===== src/sv/tbslm_pkg.sv =====
// shared types and constants for the three-band stereo level meter
// no dependencies
`timescale 1ns / 1ps

package tbslm_pkg;

    localparam int SMP_W     = 16;
    localparam int SUM_W     = 23;
    localparam int MAG_W     = 16;
    localparam int PEAK_W    = 16;
    localparam int LVL_W     = 4;
    localparam int NCH       = 2;
    localparam int NBANDS    = 6;
    localparam int BAND_W    = 3;
    localparam int DIVD_W    = SUM_W;
    localparam int DIVS_W    = 16;
    localparam int DIV_CNT_W = 5;

    localparam int SLOW_SH   = 4;
    localparam int FAST_SH   = 2;
    localparam int DECAY_SH  = 5;

    localparam logic [SUM_W-1:0]  SUM_MAX    = '1;
    localparam logic [PEAK_W-1:0] PEAK_FLOOR = PEAK_W'(64);
    localparam logic [LVL_W-1:0]  LVL_MAX    = LVL_W'(15);
    localparam logic [LVL_W-1:0]  LVL_CLIMB  = LVL_W'(3);
    localparam logic [BAND_W-1:0] LAST_BAND  = BAND_W'(NBANDS - 1);

    typedef logic signed [SMP_W-1:0] sample_t;
    typedef logic [LVL_W-1:0]        level_t;
    typedef logic [SUM_W-1:0]        sum_t;

    typedef enum logic [3:0] {
        ST_IDLE,
        ST_SEED,
        ST_FILT,
        ST_ACC,
        ST_E_START,
        ST_E_WAIT,
        ST_PEAK,
        ST_T_START,
        ST_T_WAIT,
        ST_LEVEL
    } tbslm_state_t;

    // per-frame datapath controls from the sequencer
    typedef struct packed {
        logic seed;
        logic filt;
        logic acc;
        logic ch;
    } frame_ctrl_t;

endpackage


===== src/sv/tbslm_div.sv =====
// shared restoring divider, one quotient bit per cycle
// depends on tbslm_pkg
`timescale 1ns / 1ps

module tbslm_div (
    input  logic                           clk,
    input  logic                           rst_n,
    input  logic                           start,
    input  logic [tbslm_pkg::DIVD_W-1:0]   dividend,
    input  logic [tbslm_pkg::DIVS_W-1:0]   divisor,
    output logic                           done,
    output logic [tbslm_pkg::DIVD_W-1:0]   quotient
);
    import tbslm_pkg::*;

    logic                 busy_reg, busy_next;
    logic                 done_reg, done_next;
    logic [DIV_CNT_W-1:0] cnt_reg, cnt_next;
    logic [DIVS_W-1:0]    rem_reg, rem_next;
    logic [DIVD_W-1:0]    quo_reg, quo_next;
    logic [DIVS_W-1:0]    dvs_reg, dvs_next;
    logic [DIVS_W:0]      trial;
    logic                 last_step;

    assign trial     = {rem_reg, quo_reg[DIVD_W-1]};
    assign last_step = (cnt_reg == DIV_CNT_W'(DIVD_W - 1));

    always_comb
    begin
        busy_next = busy_reg;
        cnt_next  = cnt_reg;
        rem_next  = rem_reg;
        quo_next  = quo_reg;
        dvs_next  = dvs_reg;
        done_next = 1'b0;
        if (start)
        begin
            busy_next = 1'b1;
            cnt_next  = '0;
            rem_next  = '0;
            quo_next  = dividend;
            dvs_next  = divisor;
        end
        else if (busy_reg)
        begin
            // shift one dividend bit in, subtract when it fits
            if (trial >= {1'b0, dvs_reg})
            begin
                rem_next = DIVS_W'(trial - {1'b0, dvs_reg});
                quo_next = {quo_reg[DIVD_W-2:0], 1'b1};
            end
            else
            begin
                rem_next = trial[DIVS_W-1:0];
                quo_next = {quo_reg[DIVD_W-2:0], 1'b0};
            end
            cnt_next = cnt_reg + DIV_CNT_W'(1);
            if (last_step)
            begin
                busy_next = 1'b0;
                done_next = 1'b1;
            end
        end
    end

    always_ff @(posedge clk or negedge rst_n)
    begin
        if (!rst_n)
        begin
            busy_reg <= 1'b0;
            done_reg <= 1'b0;
            cnt_reg  <= '0;
        end
        else
        begin
            busy_reg <= busy_next;
            done_reg <= done_next;
            cnt_reg  <= cnt_next;
        end
    end

    always_ff @(posedge clk)
    begin
        rem_reg <= rem_next;
        quo_reg <= quo_next;
        dvs_reg <= dvs_next;
    end

    assign done     = done_reg;
    assign quotient = quo_reg;

endmodule


===== src/sv/tbslm_frame.sv =====
// per-frame filters and band accumulators, one channel per step
// depends on tbslm_pkg
`timescale 1ns / 1ps

module tbslm_frame (
    input  logic                             clk,
    input  tbslm_pkg::frame_ctrl_t           ctrl,
    input  tbslm_pkg::sample_t               sample_left,
    input  tbslm_pkg::sample_t               sample_right,
    input  logic [tbslm_pkg::BAND_W-1:0]     band_sel,
    output tbslm_pkg::sum_t                  band_sum
);
    import tbslm_pkg::*;

    sample_t slow_reg [NCH];
    sample_t fast_reg [NCH];
    sum_t    sum_reg  [NBANDS];

    sample_t                slow_next, fast_next;
    sample_t                smp, slow_cur, fast_cur;
    logic signed [SMP_W:0]  d_slow, d_fast;
    logic signed [SMP_W:0]  q_slow, q_fast;
    logic [MAG_W-1:0]       mag [3];
    sum_t                   acc_cur [3];
    sum_t                   acc_new [3];

    // divide by 2^sh, rounding toward zero
    function automatic logic signed [SMP_W:0] sdiv_pow2(input logic signed [SMP_W:0] d,
                                                         input int sh);
        logic signed [SMP_W:0] bias;
        bias = d[SMP_W] ? (SMP_W+1)'((1 << sh) - 1) : '0;
        return (d + bias) >>> sh;
    endfunction

    function automatic logic [MAG_W-1:0] abs_mag(input logic signed [SMP_W:0] v);
        logic signed [SMP_W:0] n;
        n = v[SMP_W] ? -v : v;
        return n[MAG_W-1:0];
    endfunction

    function automatic sum_t sat_add(input sum_t a, input logic [MAG_W-1:0] m);
        logic [SUM_W:0] t;
        t = {1'b0, a} + (SUM_W+1)'(m);
        return t[SUM_W] ? SUM_MAX : t[SUM_W-1:0];
    endfunction

    always_comb
    begin
        smp      = ctrl.ch ? sample_right : sample_left;
        slow_cur = slow_reg[ctrl.ch];
        fast_cur = fast_reg[ctrl.ch];

        d_slow    = {smp[SMP_W-1], smp} - {slow_cur[SMP_W-1], slow_cur};
        d_fast    = {smp[SMP_W-1], smp} - {fast_cur[SMP_W-1], fast_cur};
        q_slow    = sdiv_pow2(d_slow, SLOW_SH);
        q_fast    = sdiv_pow2(d_fast, FAST_SH);
        slow_next = slow_cur + q_slow[SMP_W-1:0];
        fast_next = fast_cur + q_fast[SMP_W-1:0];

        // low, mid and high band magnitudes from the updated filters
        mag[0] = abs_mag({slow_cur[SMP_W-1], slow_cur});
        mag[1] = abs_mag({fast_cur[SMP_W-1], fast_cur} - {slow_cur[SMP_W-1], slow_cur});
        mag[2] = abs_mag({smp[SMP_W-1], smp} - {fast_cur[SMP_W-1], fast_cur});

        for (int k = 0; k < 3; k++)
        begin
            acc_cur[k] = ctrl.ch ? sum_reg[3 + k] : sum_reg[k];
            acc_new[k] = sat_add(acc_cur[k], mag[k]);
        end
    end

    always_ff @(posedge clk)
    begin
        if (ctrl.seed)
        begin
            slow_reg[0] <= sample_left;
            fast_reg[0] <= sample_left;
            slow_reg[1] <= sample_right;
            fast_reg[1] <= sample_right;
            for (int b = 0; b < NBANDS; b++)
            begin
                sum_reg[b] <= '0;
            end
        end
        if (ctrl.filt)
        begin
            slow_reg[ctrl.ch] <= slow_next;
            fast_reg[ctrl.ch] <= fast_next;
        end
        if (ctrl.acc)
        begin
            for (int k = 0; k < 3; k++)
            begin
                if (ctrl.ch)
                begin
                    sum_reg[3 + k] <= acc_new[k];
                end
                else
                begin
                    sum_reg[k] <= acc_new[k];
                end
            end
        end
    end

    assign band_sum = (band_sel < BAND_W'(NBANDS)) ? sum_reg[band_sel] : '0;

endmodule


===== src/sv/three_band_stereo_level_meter_core.sv =====
// top level of the three-band stereo level meter: sequencer, peaks, levels
// depends on tbslm_pkg, tbslm_frame and tbslm_div
`timescale 1ns / 1ps

// Stereo 16-bit frames come in as beats on the input channel; window_last
// closes an analysis window. Each channel feeds a slow (1/16) and a fast (1/4)
// one-pole low-pass seeded from the window's first frame, and the magnitudes
// of slow, fast minus slow and sample minus fast build low, mid and high band
// sums. At window end every band's energy (sum over frame count), peak,
// 0..15 target and smoothed bar level are updated, and one result beat with
// all twelve 4-bit values is sent. Frames beyond MAX_FRAMES in a window are
// dropped but window_last on them still closes the window. Timing: in_ready
// is high only while the sequencer is idle. A frame that is not the last of
// its window goes through seed, then filter and accumulate for each channel
// in turn; a dropped frame only passes the seed state. A window-closing frame
// then updates the bands one at a time, almost all of the work in the single
// shared 23-step divider that first gives the energy and then the target (the
// second division is skipped for a band whose peak is zero).
// The result sits in an output register, so the next window's frames are
// taken while it waits; only the final band update waits for that register
// to be free.
module three_band_stereo_level_meter_core #(
    parameter int MAX_FRAMES = 128
) (
    input  logic                 clk,
    input  logic                 rst_n,

    input  logic                 in_valid,
    output logic                 in_ready,
    input  tbslm_pkg::sample_t   left_sample,
    input  tbslm_pkg::sample_t   right_sample,
    input  logic                 window_last,

    output logic                 out_valid,
    input  logic                 out_ready,
    output tbslm_pkg::level_t    level_left_low,
    output tbslm_pkg::level_t    level_left_mid,
    output tbslm_pkg::level_t    level_left_high,
    output tbslm_pkg::level_t    level_right_low,
    output tbslm_pkg::level_t    level_right_mid,
    output tbslm_pkg::level_t    level_right_high,
    output tbslm_pkg::level_t    target_left_low,
    output tbslm_pkg::level_t    target_left_mid,
    output tbslm_pkg::level_t    target_left_high,
    output tbslm_pkg::level_t    target_right_low,
    output tbslm_pkg::level_t    target_right_mid,
    output tbslm_pkg::level_t    target_right_high
);
    import tbslm_pkg::*;

    // frame counter must hold MAX_FRAMES itself
    localparam int FCNT_W = $clog2(MAX_FRAMES + 1);

    tbslm_state_t state_reg, state_next;

    // latched input beat
    sample_t            sample_l_reg, sample_l_next;
    sample_t            sample_r_reg, sample_r_next;
    logic               last_reg, last_next;

    // window bookkeeping
    logic               open_reg, open_next;
    logic [FCNT_W-1:0]  fcount_reg, fcount_next;
    logic               ch_reg, ch_next;
    logic [BAND_W-1:0]  band_reg, band_next;

    // window-end working values
    logic [PEAK_W-1:0]  energy_reg, energy_next;
    level_t             tgt_reg, tgt_next;
    logic [PEAK_W-1:0]  peak_reg [NBANDS];
    logic [PEAK_W-1:0]  peak_next [NBANDS];
    level_t             level_reg [NBANDS];
    level_t             level_next [NBANDS];
    level_t             target_reg [NBANDS];
    level_t             target_next [NBANDS];

    // result register
    logic               out_valid_reg, out_valid_next;
    level_t             out_level_reg [NBANDS];
    level_t             out_level_next [NBANDS];
    level_t             out_target_reg [NBANDS];
    level_t             out_target_next [NBANDS];

    frame_ctrl_t        frame_ctrl;
    sum_t               sum_sel;
    logic               div_start;
    logic [DIVD_W-1:0]  div_dividend;
    logic [DIVS_W-1:0]  div_divisor;
    logic               div_done;
    logic [DIVD_W-1:0]  div_quo;

    logic               frame_room;
    logic               level_go;
    logic [PEAK_W-1:0]  peak_cur, peak_upd;
    logic [PEAK_W+3:0]  energy_x15;
    level_t             lvl_cur, lvl_upd, lvl_gap;
    logic [DIVS_W-1:0]  frames_div;

    tbslm_frame u_frame (
        .clk          (clk),
        .ctrl         (frame_ctrl),
        .sample_left  (sample_l_reg),
        .sample_right (sample_r_reg),
        .band_sel     (band_reg),
        .band_sum     (sum_sel)
    );

    tbslm_div u_div (
        .clk      (clk),
        .rst_n    (rst_n),
        .start    (div_start),
        .dividend (div_dividend),
        .divisor  (div_divisor),
        .done     (div_done),
        .quotient (div_quo)
    );

    // frames still counted in this window
    assign frame_room = (fcount_reg < FCNT_W'(MAX_FRAMES));

    // last band may only finish once the result register is free
    assign level_go = (band_reg != LAST_BAND) || !out_valid_reg || out_ready;

    // peak follows rises at once, otherwise decays by 1/32 above the floor
    assign peak_cur = peak_reg[band_reg];
    always_comb
    begin
        if (energy_reg > peak_cur)
        begin
            peak_upd = energy_reg;
        end
        else if (peak_cur > PEAK_FLOOR)
        begin
            peak_upd = peak_cur - (peak_cur >> DECAY_SH);
        end
        else
        begin
            peak_upd = peak_cur;
        end
    end

    // energy * 15 as a shift and subtract
    assign energy_x15 = {energy_reg, 4'b0000} - {4'b0000, energy_reg};

    // a one-frame window never has zero count, but keep the divisor sane
    assign frames_div = (fcount_reg == '0) ? DIVS_W'(1) : DIVS_W'(fcount_reg);

    // bar climbs by up to three, falls by one
    assign lvl_cur = level_reg[band_reg];
    assign lvl_gap = tgt_reg - lvl_cur;
    always_comb
    begin
        if (lvl_cur < tgt_reg)
        begin
            lvl_upd = lvl_cur + ((lvl_gap > LVL_CLIMB) ? LVL_CLIMB : lvl_gap);
        end
        else if (lvl_cur > tgt_reg)
        begin
            lvl_upd = lvl_cur - LVL_W'(1);
        end
        else
        begin
            lvl_upd = lvl_cur;
        end
    end

    // sequencer: next state
    always_comb
    begin
        state_next = state_reg;
        case (state_reg)
            ST_IDLE:
            begin
                if (in_valid)
                begin
                    state_next = ST_SEED;
                end
            end
            ST_SEED:
            begin
                // a fresh window always has room for its first frame
                if (!open_reg || frame_room)
                begin
                    state_next = ST_FILT;
                end
                else if (last_reg)
                begin
                    state_next = ST_E_START;
                end
                else
                begin
                    state_next = ST_IDLE;
                end
            end
            ST_FILT:
            begin
                state_next = ST_ACC;
            end
            ST_ACC:
            begin
                if (!ch_reg)
                begin
                    state_next = ST_FILT;
                end
                else if (last_reg)
                begin
                    state_next = ST_E_START;
                end
                else
                begin
                    state_next = ST_IDLE;
                end
            end
            ST_E_START:
            begin
                state_next = ST_E_WAIT;
            end
            ST_E_WAIT:
            begin
                if (div_done)
                begin
                    state_next = ST_PEAK;
                end
            end
            ST_PEAK:
            begin
                state_next = ST_T_START;
            end
            ST_T_START:
            begin
                // zero peak means zero target, no division needed
                if (peak_cur == '0)
                begin
                    state_next = ST_LEVEL;
                end
                else
                begin
                    state_next = ST_T_WAIT;
                end
            end
            ST_T_WAIT:
            begin
                if (div_done)
                begin
                    state_next = ST_LEVEL;
                end
            end
            ST_LEVEL:
            begin
                if (level_go)
                begin
                    state_next = (band_reg == LAST_BAND) ? ST_IDLE : ST_E_START;
                end
            end
            default:
            begin
                state_next = ST_IDLE;
            end
        endcase
    end

    // sequencer: outputs
    always_comb
    begin
        in_ready        = 1'b0;
        frame_ctrl      = '0;
        frame_ctrl.ch   = ch_reg;
        div_start       = 1'b0;
        div_dividend    = sum_sel;
        div_divisor     = frames_div;
        case (state_reg)
            ST_IDLE:
            begin
                in_ready = 1'b1;
            end
            ST_SEED:
            begin
                frame_ctrl.seed = !open_reg;
            end
            ST_FILT:
            begin
                frame_ctrl.filt = 1'b1;
            end
            ST_ACC:
            begin
                frame_ctrl.acc = 1'b1;
            end
            ST_E_START:
            begin
                div_start = 1'b1;
            end
            ST_T_START:
            begin
                div_start    = (peak_cur != '0);
                div_dividend = DIVD_W'(energy_x15);
                div_divisor  = DIVS_W'(peak_cur);
            end
            default:
            begin
            end
        endcase
    end

    // datapath next values
    always_comb
    begin
        sample_l_next   = sample_l_reg;
        sample_r_next   = sample_r_reg;
        last_next       = last_reg;
        open_next       = open_reg;
        fcount_next     = fcount_reg;
        ch_next         = ch_reg;
        band_next       = band_reg;
        energy_next     = energy_reg;
        tgt_next        = tgt_reg;
        peak_next       = peak_reg;
        level_next      = level_reg;
        target_next     = target_reg;
        out_level_next  = out_level_reg;
        out_target_next = out_target_reg;
        out_valid_next  = out_valid_reg && !out_ready;

        case (state_reg)
            ST_IDLE:
            begin
                if (in_valid)
                begin
                    sample_l_next = left_sample;
                    sample_r_next = right_sample;
                    last_next     = window_last;
                    band_next     = '0;
                end
            end
            ST_SEED:
            begin
                open_next = 1'b1;
                ch_next   = 1'b0;
                if (!open_reg)
                begin
                    fcount_next = '0;
                end
            end
            ST_ACC:
            begin
                ch_next = !ch_reg;
                if (ch_reg)
                begin
                    fcount_next = fcount_reg + FCNT_W'(1);
                end
            end
            ST_E_WAIT:
            begin
                if (div_done)
                begin
                    energy_next = (|div_quo[DIVD_W-1:PEAK_W]) ? '1 : div_quo[PEAK_W-1:0];
                end
            end
            ST_PEAK:
            begin
                peak_next[band_reg] = peak_upd;
            end
            ST_T_START:
            begin
                if (peak_cur == '0)
                begin
                    tgt_next = '0;
                end
            end
            ST_T_WAIT:
            begin
                if (div_done)
                begin
                    tgt_next = (|div_quo[DIVD_W-1:LVL_W]) ? LVL_MAX : div_quo[LVL_W-1:0];
                end
            end
            ST_LEVEL:
            begin
                if (level_go)
                begin
                    level_next[band_reg]  = lvl_upd;
                    target_next[band_reg] = tgt_reg;
                    if (band_reg == LAST_BAND)
                    begin
                        // window closed: publish and start over
                        out_level_next  = level_next;
                        out_target_next = target_next;
                        out_valid_next  = 1'b1;
                        open_next       = 1'b0;
                        fcount_next     = '0;
                        band_next       = '0;
                    end
                    else
                    begin
                        band_next = band_reg + BAND_W'(1);
                    end
                end
            end
            default:
            begin
            end
        endcase
    end

    always_ff @(posedge clk or negedge rst_n)
    begin
        if (!rst_n)
        begin
            state_reg     <= ST_IDLE;
            open_reg      <= 1'b0;
            fcount_reg    <= '0;
            ch_reg        <= 1'b0;
            band_reg      <= '0;
            out_valid_reg <= 1'b0;
            for (int b = 0; b < NBANDS; b++)
            begin
                peak_reg[b]  <= '0;
                level_reg[b] <= '0;
            end
        end
        else
        begin
            state_reg     <= state_next;
            open_reg      <= open_next;
            fcount_reg    <= fcount_next;
            ch_reg        <= ch_next;
            band_reg      <= band_next;
            out_valid_reg <= out_valid_next;
            peak_reg      <= peak_next;
            level_reg     <= level_next;
        end
    end

    always_ff @(posedge clk)
    begin
        sample_l_reg   <= sample_l_next;
        sample_r_reg   <= sample_r_next;
        last_reg       <= last_next;
        energy_reg     <= energy_next;
        tgt_reg        <= tgt_next;
        target_reg     <= target_next;
        out_level_reg  <= out_level_next;
        out_target_reg <= out_target_next;
    end

    assign out_valid         = out_valid_reg;
    assign level_left_low    = out_level_reg[0];
    assign level_left_mid    = out_level_reg[1];
    assign level_left_high   = out_level_reg[2];
    assign level_right_low   = out_level_reg[3];
    assign level_right_mid   = out_level_reg[4];
    assign level_right_high  = out_level_reg[5];
    assign target_left_low   = out_target_reg[0];
    assign target_left_mid   = out_target_reg[1];
    assign target_left_high  = out_target_reg[2];
    assign target_right_low  = out_target_reg[3];
    assign target_right_mid  = out_target_reg[4];
    assign target_right_high = out_target_reg[5];

endmodule


===== config.mk =====
export PLATFORM = sky130hd
export DESIGN_NAME = three_band_stereo_level_meter_core
export DESIGN_NICKNAME = d
export VERILOG_FILES = /design/src/sv/tbslm_pkg.sv /design/src/sv/tbslm_div.sv /design/src/sv/tbslm_frame.sv /design/src/sv/three_band_stereo_level_meter_core.sv
export SDC_FILE = /design/constraint.sdc
export NUM_CORES = 1
export LEC_CHECK = 0
export BUFFER_PORTS_ARGS = -buffer_cell sky130_fd_sc_hd__buf_2
export CAP_MARGIN = 0
export CORE_UTILIZATION = 35
export CTS_BUF_LIST = sky130_fd_sc_hd__clkbuf_8 sky130_fd_sc_hd__clkbuf_16
export DETAILED_ROUTE_END_ITERATION = 6
export PLACE_DENSITY = 0.56
export SYNTH_ARGS = -nofsm -noshare
export SYNTH_HDL_FRONTEND = slang
export SYNTH_SLANG_ARGS = --single-unit

===== constraint.sdc =====
create_clock -name clk -period 20.4 [get_ports clk]
set_input_delay 1.02 -clock clk [delete_from_list [all_inputs] [get_ports clk]]
set_output_delay 1.02 -clock clk [all_outputs]
set_load 0.1 [all_outputs]

==> impl_metrics.json <==
{
  "slowest_delay_ns": 0.94,
  "yosysSeqAreaShare_pct": 43.9,
  "hold_viol": 0,
  "synthFlopType": "edfxtp_1",
  "path_clk_slew_ns": 0.06,
  "grt_usage_pct": 20.5,
  "io_buffers": 86,
  "core_mm2": 0.0966,
  "cpMaxStageDelayCell": "dfrtp_4",
  "max_freq_ghz": 0.132,
  "syn_inst": 3537,
  "rsz0062_at_grt": "no",
  "ios": 87,
  "worst_slew_pin_slew_ns": 1.14,
  "ys_types": 102,
  "num-nets-final": 3841,
  "finalWorstPathRequiredPeriod_ns": 7.57,
  "via_per_inst": 5.39,
  "setup-violations-final": 0,
  "synth_nets": 3787,
  "fp.dieW_um": 314,
  "fin_area_mm2": 0.0380,
  "ys.warnings.count": 0,
  "wl_per_cell_um": 20.8,
  "postRouteAntennaNets": 0,
  "gp_congestion": 0.912,
  "vias": 26541,
  "critPathKind": "reg -> reg",
  "drtPass1Iterations": 6,
  "dieArea_mm2": 0.0985,
  "drv_slew": 0,
  "worstPathArrival_ns": 7.96,
  "clkSinkCount": 527,
  "post_dp_cell_area_mm2": 0.0358,
  "cts_hold_buf": 0,
  "synth-edff-count": 366,
  "r2r_cells": 25,
  "status": "finished clean",
  "cap_violations": 0,
  "ys_ff_latch": 527,
  "cts_root_buf": "clkbuf_16",
  "grt_max_degree": 86,
  "grt_pass1_wl_um": 155000,
  "chipHeight_um": 314,
  "cts_buffer_depth": 3,
  "largest_reg_flops": 138,
  "crit_path_start_kind": "flop",
  "timing.final.crit_share_pct": 37.1,
  "cts_htree_levels": 2,
  "reg2reg_to": "u_frame.slow_reg[0][14]",
  "layout_commonest_cell": "nand2_1",
  "clkLatencyLatePin_ns": 0.68,
  "r2r_slack_ns": 12.83,
  "syn_area_mm2": 0.0340,
  "worstPathRequired_ns": 20.79,
  "rows": 114,
  "dpl.hpwl_um": 73900,
  "syn2layout_area_growth_pct": 11.6,
  "fin_setup_tns_ns": 0,
  "fin_skew_ns": 0.0496,
  "dp_slack_ns": 12.95,
  "synth_area_per_cell_um2": 9.63,
  "grt_pass1_vias": 25551,
  "antenna_found_initial": 2,
  "setup.worst_path.end_class": "flop",
  "cts_tree": "yes",
  "crit_fanout": 50,
  "cts_resized": 0,
  "postCtsSetupRepairBufs": 0,
  "layout_setup_ws_ns": 12.83,
  "max_slew_margin_pct": 23.0,
  "drive_gt1_share_pct": 12.2,
  "numCtsBuffers": 61,
  "final_cell_mix": "466 x nand2_1, 383 x nor2_1, 366 x edfxtp_1",
  "grt.overflow.total": 0,
  "start_util_pct": 35.3,
  "hold_path_class": "in -> async",
  "totalWireLength_um": 103000,
  "synthArstFlopShare_pct": 27.5,
  "r2r_start": "ch_reg",
  "drc": 0,
  "drtIter0Drc": 2251
}
## routing by layer
layer / up-vias / GRT usage [%] / wire (um)
met3: 144 / 2.18 / 4500
met2: 651 / 35.0 / 49500
met5: - / 0 / 13
li1: 12861 / - / -
met4: 2 / 6.23 / 2950
met1: 12883 / 27.2 / 45500
## critical path, delay by kind of cell (launching register included)
family	cells	cell delay, ns
compound gates	16	3.51
fa+ha+maj	3	1.13
flops	1	0.94
mux	1	0.87
simple gates	2	0.35
xor+xnor	2	0.34
buf+inv	1	0.06
## worst max-delay path by stage
stage / cells after the start / start / endpoint / slack (ns)
global placement: 25 / ch_reg / u_frame.slow_reg[1][14] / 12.87
global route: 25 / ch_reg / u_frame.slow_reg[1][14] / 12.24
floorplan: 32 / ch_reg / u_frame.slow_reg[0][14] / 12.96
finish: 25 / ch_reg / u_frame.slow_reg[0][14] / 12.83
detailed placement: 25 / ch_reg / u_frame.slow_reg[1][14] / 12.95
CTS: 25 / ch_reg / u_frame.slow_reg[0][14] / 12.91
## cell families after synthesis
group | after synthesis | synth area share (%)
flip-flops | 527 | 43.9
AND/OR/NAND/NOR | 1217 | 16.1
AO/OA/AOI/OAI | 824 | 15.1
multiplexers | 238 | 7.65
XOR/XNOR | 218 | 5.69
buffers and inverters | 299 | 3.53
other | 1 | 0.0110
adder cells (fa/ha/maj) | 213 | 8.09
## stage by stage
stage               util, %  std cells  hold slack, ns
CTS                    39.3       4918           0.421
detailed placement     37.1       4804           0.464
global placement       37.1       4804           0.456
floorplan                 -       3537           0.426
finish                 39.3       4922           0.382
global route           39.3       4919           0.445
## cell usage after synthesis (11+ instances only)
| master | instances | area, um^2 |
|---|---|---|
| nand2_1 | 468 | 1760 |
| nor2_1 | 383 | 1440 |
| edfxtp_1 | 366 | 11000 |
| o21ai_0 | 251 | 1260 |
| a21oi_1 | 213 | 1070 |
| ha_1 | 201 | 2510 |
| inv_1 | 158 | 593 |
| xnor2_1 | 150 | 1310 |
| dfrtp_1 | 145 | 3630 |
| mux2_2 | 137 | 1540 |
| mux2i_1 | 96 | 961 |
| clkbuf_1 | 93 | 349 |
| nor3_1 | 66 | 330 |
| xor2_1 | 65 | 569 |
| nand3_1 | 49 | 245 |
| a22oi_1 | 48 | 360 |
| a21o_1 | 44 | 330 |
| nor2b_1 | 43 | 269 |
| o21ai_1 | 35 | 175 |
| nand2b_1 | 29 | 181 |
| nand4_1 | 27 | 169 |
| or3_1 | 26 | 163 |
| or2_2 | 25 | 156 |
| and3_1 | 23 | 144 |
| o21a_1 | 23 | 173 |
| buf_2 | 21 | 105 |
| a211oi_1 | 19 | 143 |
| a31oi_1 | 19 | 119 |
| o211ai_1 | 18 | 135 |
| dfxtp_1 | 16 | 320 |
| o21bai_1 | 16 | 120 |
| buf_1 | 15 | 56.3 |
| and2_1 | 14 | 87.6 |
| o221ai_1 | 13 | 114 |
| fa_1 | 12 | 240 |
| a21boi_0 | 11 | 82.6 |
| nor4_1 | 11 | 68.8 |
| o31ai_1 | 11 | 82.6 |
## cell type report
type,instances,area (um^2)
antenna,4,10.0
timing repair buffer,129,759
sequential,527,14900
fill,9562,58600
clock buffer,67,1610
clock inverter,47,526
multi-input combinational,2711,17900
tap,1276,1600
inverter,161,604
Power is left out: the tool's default activity adds up to more than one toggle a clock period on the data nets, which glitch-free logic cannot reach.
